--- config.mk ---
export PLATFORM = sky130hd
export DESIGN_NAME = raster_to_page_bitmap_converter
export DESIGN_NICKNAME = d
export VERILOG_FILES = /design/src/rtl/core/rpbc_pkg.sv /design/src/rtl/core/rpbc_ram.sv /design/src/rtl/core/rpbc_strip.sv /design/src/rtl/core/rpbc_blkq.sv /design/src/rtl/core/raster_to_page_bitmap_converter.sv
export VERILOG_INCLUDE_DIRS = /design/src /design/src/rtl/core
export SDC_FILE = /design/constraint.sdc
export NUM_CORES = 2
export LEC_CHECK = 0
export BUFFER_PORTS_ARGS = -buffer_cell sky130_fd_sc_hd__clkbuf_2
export CORE_ASPECT_RATIO = 0.5
export CORE_UTILIZATION = 30
export DETAILED_ROUTE_END_ITERATION = 6
export PLACE_DENSITY_LB_ADDON = 0.08
export REMOVE_ABC_BUFFERS = 1
export SLEW_MARGIN = 10
export SYNTH_ARGS = -nofsm -noshare
export SYNTH_HDL_FRONTEND = slang
export SYNTH_SLANG_ARGS = --single-unit
--- constraint.sdc ---
create_clock -name clk_i -period 7.9 [get_ports clk_i]
set_input_delay 0.79 -clock clk_i [delete_from_list [all_inputs] [get_ports clk_i]]
set_output_delay 0.79 -clock clk_i [all_outputs]
set_load 0.005 [all_outputs]
--- src/rtl/core/raster_to_page_bitmap_converter_assert.svh ---
// Assertion macros shared by the converter RTL.
`ifndef RASTER_TO_PAGE_BITMAP_CONVERTER_ASSERT_SVH
`define RASTER_TO_PAGE_BITMAP_CONVERTER_ASSERT_SVH

// Property must hold at every clock edge outside reset.
`define RPBC_ASSERT(label, clk, rst_n, prop, msg) \
  label: assert property (@(posedge clk) disable iff (!rst_n) (prop)) else $error(msg);

// Expression must never be true outside reset.
`define RPBC_ASSERT_NEVER(label, clk, rst_n, expr, msg) \
  label: assert property (@(posedge clk) disable iff (!rst_n) !(expr)) else $error(msg);

`endif

--- src/rtl/core/rpbc_pkg.sv ---
// Shared types and constants for the raster to page bitmap converter.
package rpbc_pkg;

  localparam int unsigned StripRows = 8;
  localparam logic [2:0]  LastIdx   = 3'd7;
  localparam int unsigned ColHiW    = 4;

  typedef struct packed {
    logic [7:0] pixel_byte;
    logic       frame_start;
  } in_t;

  typedef struct packed {
    logic [7:0] page_byte;
    logic [6:0] column;
    logic [2:0] page;
    logic       last_of_run;
    logic       frame_end;
  } out_t;

  // One transposed 8x8 block: cols[i] is the page byte for pixel column 8c+i.
  typedef struct packed {
    logic [7:0][7:0]    cols;
    logic [ColHiW-1:0]  col_hi;
    logic [2:0]         page;
    logic               frame_end;
  } blk_t;

endpackage

--- src/rtl/core/rpbc_ram.sv ---
// Generic simple dual-port RAM with registered read.
module rpbc_ram #(
  parameter int unsigned Width = 8,
  parameter int unsigned Depth = 16
) (
  input  logic                                   clk_i,
  input  logic                                   we_i,
  input  logic [((Depth > 1) ? $clog2(Depth) : 1)-1:0] waddr_i,
  input  logic [Width-1:0]                       wdata_i,
  input  logic                                   re_i,
  input  logic [((Depth > 1) ? $clog2(Depth) : 1)-1:0] raddr_i,
  output logic [Width-1:0]                       rdata_o
);

  logic [Width-1:0] mem [Depth];
  logic [Width-1:0] rdata_q;

  always_ff @(posedge clk_i) begin
    if (we_i) begin
      mem[waddr_i] <= wdata_i;
    end
    if (re_i) begin
      rdata_q <= mem[raddr_i];
    end
  end

  assign rdata_o = rdata_q;

endmodule

--- src/rtl/core/rpbc_strip.sv ---
// Raster position tracking, strip row store and 8x8 block transpose.
module rpbc_strip #(
  parameter int unsigned ROW_BYTES  = 16,
  parameter int unsigned FRAME_ROWS = 64
) (
  input  logic           clk_i,
  input  logic           rst_ni,
  input  logic           acc_i,
  input  rpbc_pkg::in_t  in_data_i,
  output logic           blk_valid_o,
  output rpbc_pkg::blk_t blk_o
);

  localparam int unsigned CW = (ROW_BYTES > 1) ? $clog2(ROW_BYTES) : 1;
  localparam int unsigned RW = $clog2(FRAME_ROWS);

  logic [CW-1:0] col_q, col_cur;
  logic [RW-1:0] row_q, row_cur;
  logic [2:0]    srow;
  logic          last_col, last_row, emit;

  logic                           s1_valid_q;
  logic [7:0]                     s1_px_q;
  logic [rpbc_pkg::ColHiW-1:0]    s1_col_q;
  logic [2:0]                     s1_page_q;
  logic                           s1_fe_q;
  logic [7:0]                     rdata [7];
  logic [7:0]                     rows [8];

  assign col_cur  = in_data_i.frame_start ? '0 : col_q;
  assign row_cur  = in_data_i.frame_start ? '0 : row_q;
  assign srow     = row_cur[2:0];
  assign last_col = (col_cur == CW'(ROW_BYTES - 1));
  assign last_row = (row_cur == RW'(FRAME_ROWS - 1));
  assign emit     = acc_i && (srow == rpbc_pkg::LastIdx);

  for (genvar r = 0; r < 7; r++) begin : g_row
    rpbc_ram #(
      .Width(8),
      .Depth(ROW_BYTES)
    ) u_row_ram (
      .clk_i  (clk_i),
      .we_i   (acc_i && (srow == 3'(r))),
      .waddr_i(col_cur),
      .wdata_i(in_data_i.pixel_byte),
      .re_i   (emit),
      .raddr_i(col_cur),
      .rdata_o(rdata[r])
    );
  end

  always_ff @(posedge clk_i or negedge rst_ni) begin
    if (!rst_ni) begin
      col_q      <= '0;
      row_q      <= '0;
      s1_valid_q <= 1'b0;
    end else begin
      s1_valid_q <= emit;
      if (acc_i) begin
        if (last_col) begin
          col_q <= '0;
          row_q <= last_row ? '0 : row_cur + RW'(1);
        end else begin
          col_q <= col_cur + CW'(1);
          row_q <= row_cur;
        end
      end
    end
  end

  always_ff @(posedge clk_i) begin
    if (emit) begin
      s1_px_q   <= in_data_i.pixel_byte;
      s1_col_q  <= rpbc_pkg::ColHiW'(col_cur);
      s1_page_q <= 3'(row_cur >> 3);
      s1_fe_q   <= ((row_cur >> 3) == RW'(FRAME_ROWS / 8 - 1)) && last_col;
    end
  end

  always_comb begin
    for (int r = 0; r < 7; r++) begin
      rows[r] = rdata[r];
    end
    rows[7] = s1_px_q;
    blk_o.col_hi    = s1_col_q;
    blk_o.page      = s1_page_q;
    blk_o.frame_end = s1_fe_q;
    for (int i = 0; i < 8; i++) begin
      for (int r = 0; r < 8; r++) begin
        blk_o.cols[i][r] = rows[r][7 - i];
      end
    end
  end

  assign blk_valid_o = s1_valid_q;

endmodule

--- src/rtl/core/rpbc_blkq.sv ---
// Block queue and page byte serializer.
module rpbc_blkq #(
  parameter int unsigned DEPTH = 18
) (
  input  logic           clk_i,
  input  logic           rst_ni,
  input  logic           push_i,
  input  rpbc_pkg::blk_t blk_i,
  output logic           full_o,
  output logic           out_valid_o,
  input  logic           out_stall_i,
  output rpbc_pkg::out_t out_data_o
);

  localparam int unsigned PW   = $clog2(DEPTH);
  localparam int unsigned CNTW = $clog2(DEPTH + 1);

  logic [PW-1:0]   wr_ptr_q, rd_ptr_q;
  logic [CNTW-1:0] count_q;
  logic            rd_en, f_valid_q, f_take, ob_valid_q, ob_done;
  logic [2:0]      idx_q;
  rpbc_pkg::blk_t  rdata, ob_q;

  rpbc_ram #(
    .Width($bits(rpbc_pkg::blk_t)),
    .Depth(DEPTH)
  ) u_blk_ram (
    .clk_i  (clk_i),
    .we_i   (push_i),
    .waddr_i(wr_ptr_q),
    .wdata_i(blk_i),
    .re_i   (rd_en),
    .raddr_i(rd_ptr_q),
    .rdata_o(rdata)
  );

  assign full_o  = ((CNTW + 1)'(count_q) + (CNTW + 1)'(push_i)) >= (CNTW + 1)'(DEPTH);
  assign ob_done = ob_valid_q && !out_stall_i && (idx_q == rpbc_pkg::LastIdx);
  assign f_take  = f_valid_q && (!ob_valid_q || ob_done);
  assign rd_en   = (count_q != '0) && (!f_valid_q || f_take);

  always_ff @(posedge clk_i or negedge rst_ni) begin
    if (!rst_ni) begin
      wr_ptr_q   <= '0;
      rd_ptr_q   <= '0;
      count_q    <= '0;
      f_valid_q  <= 1'b0;
      ob_valid_q <= 1'b0;
      idx_q      <= '0;
    end else begin
      if (push_i) begin
        wr_ptr_q <= (wr_ptr_q == PW'(DEPTH - 1)) ? '0 : wr_ptr_q + PW'(1);
      end
      if (rd_en) begin
        rd_ptr_q <= (rd_ptr_q == PW'(DEPTH - 1)) ? '0 : rd_ptr_q + PW'(1);
      end
      count_q <= count_q + CNTW'(push_i) - CNTW'(rd_en);
      if (rd_en) begin
        f_valid_q <= 1'b1;
      end else if (f_take) begin
        f_valid_q <= 1'b0;
      end
      if (f_take) begin
        ob_valid_q <= 1'b1;
        idx_q      <= '0;
      end else if (ob_valid_q && !out_stall_i) begin
        if (idx_q == rpbc_pkg::LastIdx) begin
          ob_valid_q <= 1'b0;
        end else begin
          idx_q <= idx_q + 3'd1;
        end
      end
    end
  end

  always_ff @(posedge clk_i) begin
    if (f_take) begin
      ob_q <= rdata;
    end
  end

  always_comb begin
    out_data_o.page_byte   = ob_q.cols[idx_q];
    out_data_o.column      = {ob_q.col_hi, idx_q};
    out_data_o.page        = ob_q.page;
    out_data_o.last_of_run = (idx_q == rpbc_pkg::LastIdx);
    out_data_o.frame_end   = ob_q.frame_end && (idx_q == rpbc_pkg::LastIdx);
  end

  assign out_valid_o = ob_valid_q;

endmodule

--- src/rtl/core/raster_to_page_bitmap_converter.sv ---
// Top level of the raster to vertical page bitmap converter.
//
//   channel  dir  handshake             beat payload
//   in       in   in_valid_i/in_stall_o   rpbc_pkg::in_t  (one raster byte)
//   out      out  out_valid_o/out_stall_i rpbc_pkg::out_t (one page byte)
//
// One raster byte is taken per cycle unless in_stall_o is high; rows 0..6 of a
// strip go to seven row RAMs. An eighth-row byte reads them, is transposed next
// cycle, and its eight page bytes leave one per cycle while out_stall_i is low,
// from a queue of ROW_BYTES+2 blocks. in_stall_o rises only when it lacks room.
// Reset clears position, queue pointers and valids; the row RAMs are not cleared.
`include "raster_to_page_bitmap_converter_assert.svh"

module raster_to_page_bitmap_converter #(
  parameter int unsigned ROW_BYTES  = 16,
  parameter int unsigned FRAME_ROWS = 64
) (
  input  logic           clk_i,
  input  logic           rst_ni,
  input  logic           in_valid_i,
  output logic           in_stall_o,
  input  rpbc_pkg::in_t  in_data_i,
  output logic           out_valid_o,
  input  logic           out_stall_i,
  output rpbc_pkg::out_t out_data_o
);

  localparam int unsigned QDepth = ROW_BYTES + 2;

  logic           acc, blk_valid, q_full;
  rpbc_pkg::blk_t blk;

  assign acc        = in_valid_i && !in_stall_o;
  assign in_stall_o = q_full;

  rpbc_strip #(
    .ROW_BYTES (ROW_BYTES),
    .FRAME_ROWS(FRAME_ROWS)
  ) u_strip (
    .clk_i      (clk_i),
    .rst_ni     (rst_ni),
    .acc_i      (acc),
    .in_data_i  (in_data_i),
    .blk_valid_o(blk_valid),
    .blk_o      (blk)
  );

  rpbc_blkq #(
    .DEPTH(QDepth)
  ) u_blkq (
    .clk_i      (clk_i),
    .rst_ni     (rst_ni),
    .push_i     (blk_valid),
    .blk_i      (blk),
    .full_o     (q_full),
    .out_valid_o(out_valid_o),
    .out_stall_i(out_stall_i),
    .out_data_o (out_data_o)
  );

  `RPBC_ASSERT(a_run_unbroken, clk_i, rst_ni,
    out_valid_o && !out_stall_i && !out_data_o.last_of_run |=> out_valid_o, "page run broken")
  `RPBC_ASSERT(a_run_column_step, clk_i, rst_ni,
    out_valid_o && !out_stall_i && !out_data_o.last_of_run |=> out_data_o.column == $past(out_data_o.column) + 7'd1, "column not consecutive")
  `RPBC_ASSERT(a_run_starts_aligned, clk_i, rst_ni,
    out_valid_o && !out_stall_i && out_data_o.last_of_run |=> !out_valid_o || out_data_o.column[2:0] == 3'd0, "run not aligned")

endmodule

==> out/qor.txt <==
Status = completed
Skew final = 0.05132 ns
Worst skew pair latency = 0.89 ns
Antenna Nets Post-Route = 0
Fin Setup TNS = 0 ns
Via count = 48270
PostCTS Resize Cnt = 0
Synth warn = 0
CTS buffer count = 240
Number of hold buffers added after CTS = 0
Largest net degree at the start of global routing = 167
Mux share of post-synthesis cell area = 9.645%
Die area = 315100 µm²
Final WL = 278.7 mm
Post-synthesis xor/xnor area fraction = 0.06536%
Least-Margin Pin Slew = 1.238 ns
Clock tree buffer depth = 4
P per Cell Area = 305.7 nW/µm²
Global-route usage over all layers = 17.37%
Final hold violations = 0
Cells after Synth = 5319
Slew Limit Fails = 0
GPL Wtd Cong = 0.7609
Core ar. = 309500 µm²
Pre-CTS WS = 2.701 ns
Setup crit end kind = register
Post-synthesis simple-gate area fraction = 5.249%
Req. time, crit path = 8.41 ns
Final period util = 62.33%
Finished Layout Cells = 9737
Drt wl/cell = 28.63 µm
Number of library cell types mapped by synthesis = 60
Peak supply drop = 0.2530 mV
Slew HR = 17.45%
Synth Area in Adders = 0.4082%
I/O pin cnt = 35
Crit-path max FO = 139
Final Setup Violations = 0
Mean post-synth cell area = 17.64 µm²
Main combinational cell family by area after synthesis = multiplexers
Critical path type = reg2reg
P&R area growth vs syn = 13.32%
Max frequency = 203.1 MHz
Clock sinks = 2439
Vias in the first global route = 49730
Post-DP HPWL = 148.9 mm
Die width = 792.8 µm
DRC Markers = 0
#FFs+latches synth = 2439
Via-per-instance ratio = 4.958
Post-CTS setup buffers = 0
Grt ovf = 0
Iteration-0 DRC Markers = 4314
Port Buffers = 34
Nets = 5425
FP Rows = 144
Clk slew on worst S/H paths = 0.07 ns
DIE HEIGHT = 397.4 µm
Max Cap Viol = 0
First-pass GRT wire length = 387.4 mm
Sequential fraction of the synthesis area = 77.91%
Share of layout cells above drive strength 1 = 14.60%
Fin worst setup slack = 2.976 ns
Drt first pass iters = 5
Starting density of the core = 30.30%
Post-Place Cells = 9301
Clock period minus worst slack = 4.924 ns
Post-synth EDFFs = 2408
P_leak = 33.70 nW
Type of origin of the critical path = register
Crit path arrival time = 5.44 ns
Compound-cell area share of the yosys netlist = 5.023%
Mapped cell area = 93800 µm²
Root buffer cell = clkbuf_16
Fraction of registers with async set/reset = 1.271%
Worst hold path type = in2async
H-tree depth = 4
CTS tree = yes
Main synth FF type = edfxtp_1
Unrepaired setup endpoints after global routing = no
Initial antenna violation count = 13
## sequential cells by signal, indices dropped and copies added, names as in the netlist, 6 cells and up
| register | count |
|---|---|
| u_blkq.out_data_o | 7 |
| u_blkq.u_blk_ram.rdata_o | 72 |
| u_strip.s1_px_q | 8 |
| u_blkq.ob_q | 65 |
| u_strip.g_row.u_row_ram.rdata_o | 56 |
| u_blkq.u_blk_ram.mem | 1296 |
| u_strip.row_q | 6 |
| u_strip.g_row.u_row_ram.mem | 896 |
## path summary, 6_finish.rpt
path	from	endpoint	slack, ns	depth (start not counted)
min in group clk_i	in_data_i[6]	u_strip.g_row[1].u_row_ram.mem[6][5]	0.18	1
max reg2reg	u_strip.col_q[0]	u_strip.g_row[4].u_row_ram.mem[3][0]	2.98	5
max in group asynchronous	rst_ni	u_blkq.rd_ptr_q[4]	6.95	1
min	rst_ni	u_strip.col_q[1]	0.1	1
min reg2reg	u_blkq.u_blk_ram.rdata_o[36]	u_blkq.ob_q[36]	0.38	0
max	u_strip.col_q[0]	u_strip.g_row[4].u_row_ram.mem[3][0]	2.98	5
## placed cells by master, fill, tap and decap left out, types with 7 or more instances in the layout
cell type and instances:
a32oi_1 36, mux2i_1 365, dfrtp_1 25, buf_4 104, a21oi_1 153, clkinv_2 34
buf_12 11, a311oi_1 39, nand4_1 7, a22o_1 7, mux2_2 157, clkbuf_16 245
edfxtp_1 2408, inv_1 26, nand2b_1 11, a211oi_1 76, bufinv_16 19, nor2b_1 78
mux4_2 161, clkinv_1 70, a22oi_1 216, nor2_1 128, diode_2 14, o21ai_0 11
and3_4 7, o221ai_1 37, ha_1 29, clkbuf_2 26, nand2_1 640, nor2_4 11
nand3_1 226, a31oi_1 77, clkbuf_1 48
## area by class of cell
type | instances | area (µm²)
multi-input combinational | 2532 | 19340
inverter | 28 | 117.6
clock buffer | 293 | 6311
clock inverter | 129 | 1054
sequential | 2439 | 73100
timing repair buffer | 141 | 1131
fill | 29330 | 203200
tap | 4161 | 5206
antenna | 14 | 35.03
## logic make-up (layout without fill, tap and decap cells)
family                   Yosys count  after routing
flip-flops                      2439           2439
buffers and inverters            348            591
AND/OR/NAND/NOR                 1140           1140
XOR/XNOR                           7              7
other                              0             14
multiplexers                     683            683
AO/OA/AOI/OAI                    672            672
adder cells (fa/ha/maj)           30             30
## synthesized netlist by cell type (3+ instances only)
master | count | share of area, %
edfxtp_1 | 2408 | 77
nand4_1 | 7 | 0.047
a22oi_1 | 216 | 1.7
xnor2_1 | 3 | 0.028
and2_1 | 3 | 0.020
a21oi_1 | 154 | 0.82
a32oi_1 | 36 | 0.34
mux2_2 | 157 | 1.9
and3_1 | 8 | 0.053
nand2b_1 | 14 | 0.093
mux2i_1 | 365 | 3.9
a22o_1 | 7 | 0.065
a31oi_1 | 77 | 0.51
clkbuf_1 | 146 | 0.58
nor3_1 | 7 | 0.037
mux4_2 | 161 | 3.9
nand3_1 | 226 | 1.2
nor2_1 | 139 | 0.56
a21o_1 | 3 | 0.024
dfrtp_1 | 31 | 0.83
a311oi_1 | 39 | 0.36
inv_1 | 26 | 0.10
o221ai_1 | 37 | 0.35
buf_1 | 19 | 0.076
a211oi_1 | 76 | 0.61
buf_4 | 34 | 0.27
nand2_1 | 640 | 2.6
o21ai_0 | 12 | 0.064
ha_1 | 29 | 0.39
xor2_1 | 4 | 0.037
nor2b_1 | 80 | 0.53
buf_2 | 120 | 0.64
## critical path, cell delays in order (launching register included)
cell      delay (ns)
dfrtp_4         0.90
nand2b_4        0.60
inv_8           0.85
ha_1            0.52
nand2_1         0.76
nor2_1          0.84
## per-stage QoR
stage	total power, W	util [%]	hold slack, ns	cell area [µm²]
CTS	0.03294	34.33	0.04782	106300
floorplan	0.01962	-	0.4003	92320
global route	0.03379	34.33	0.09317	106300
finish	0.03249	34.34	0.09569	106300
global placement	0.02172	31.95	0.4011	98900
detailed placement	0.02172	31.95	0.4054	98900
## where the power goes
part	switching [W]	total (W)	internal, W
logic	0.00424	0.00671	0.00247
registers	0.000231	0.0146	0.0144
clock network	0.00495	0.0112	0.00623
## routing by layer
metal  vias to the layer above  global-route usage [%]  share of wire [%]
li1                      21110                       -                  -
met1                     25740                   25.13                 47
met2                      1078                   27.78                 46
met3                       336                   2.782                4.5
met4                         2                   3.514                2.0
met5                         -                       0             0.0065
No activity file was read; power rests on OpenSTA's default activity.
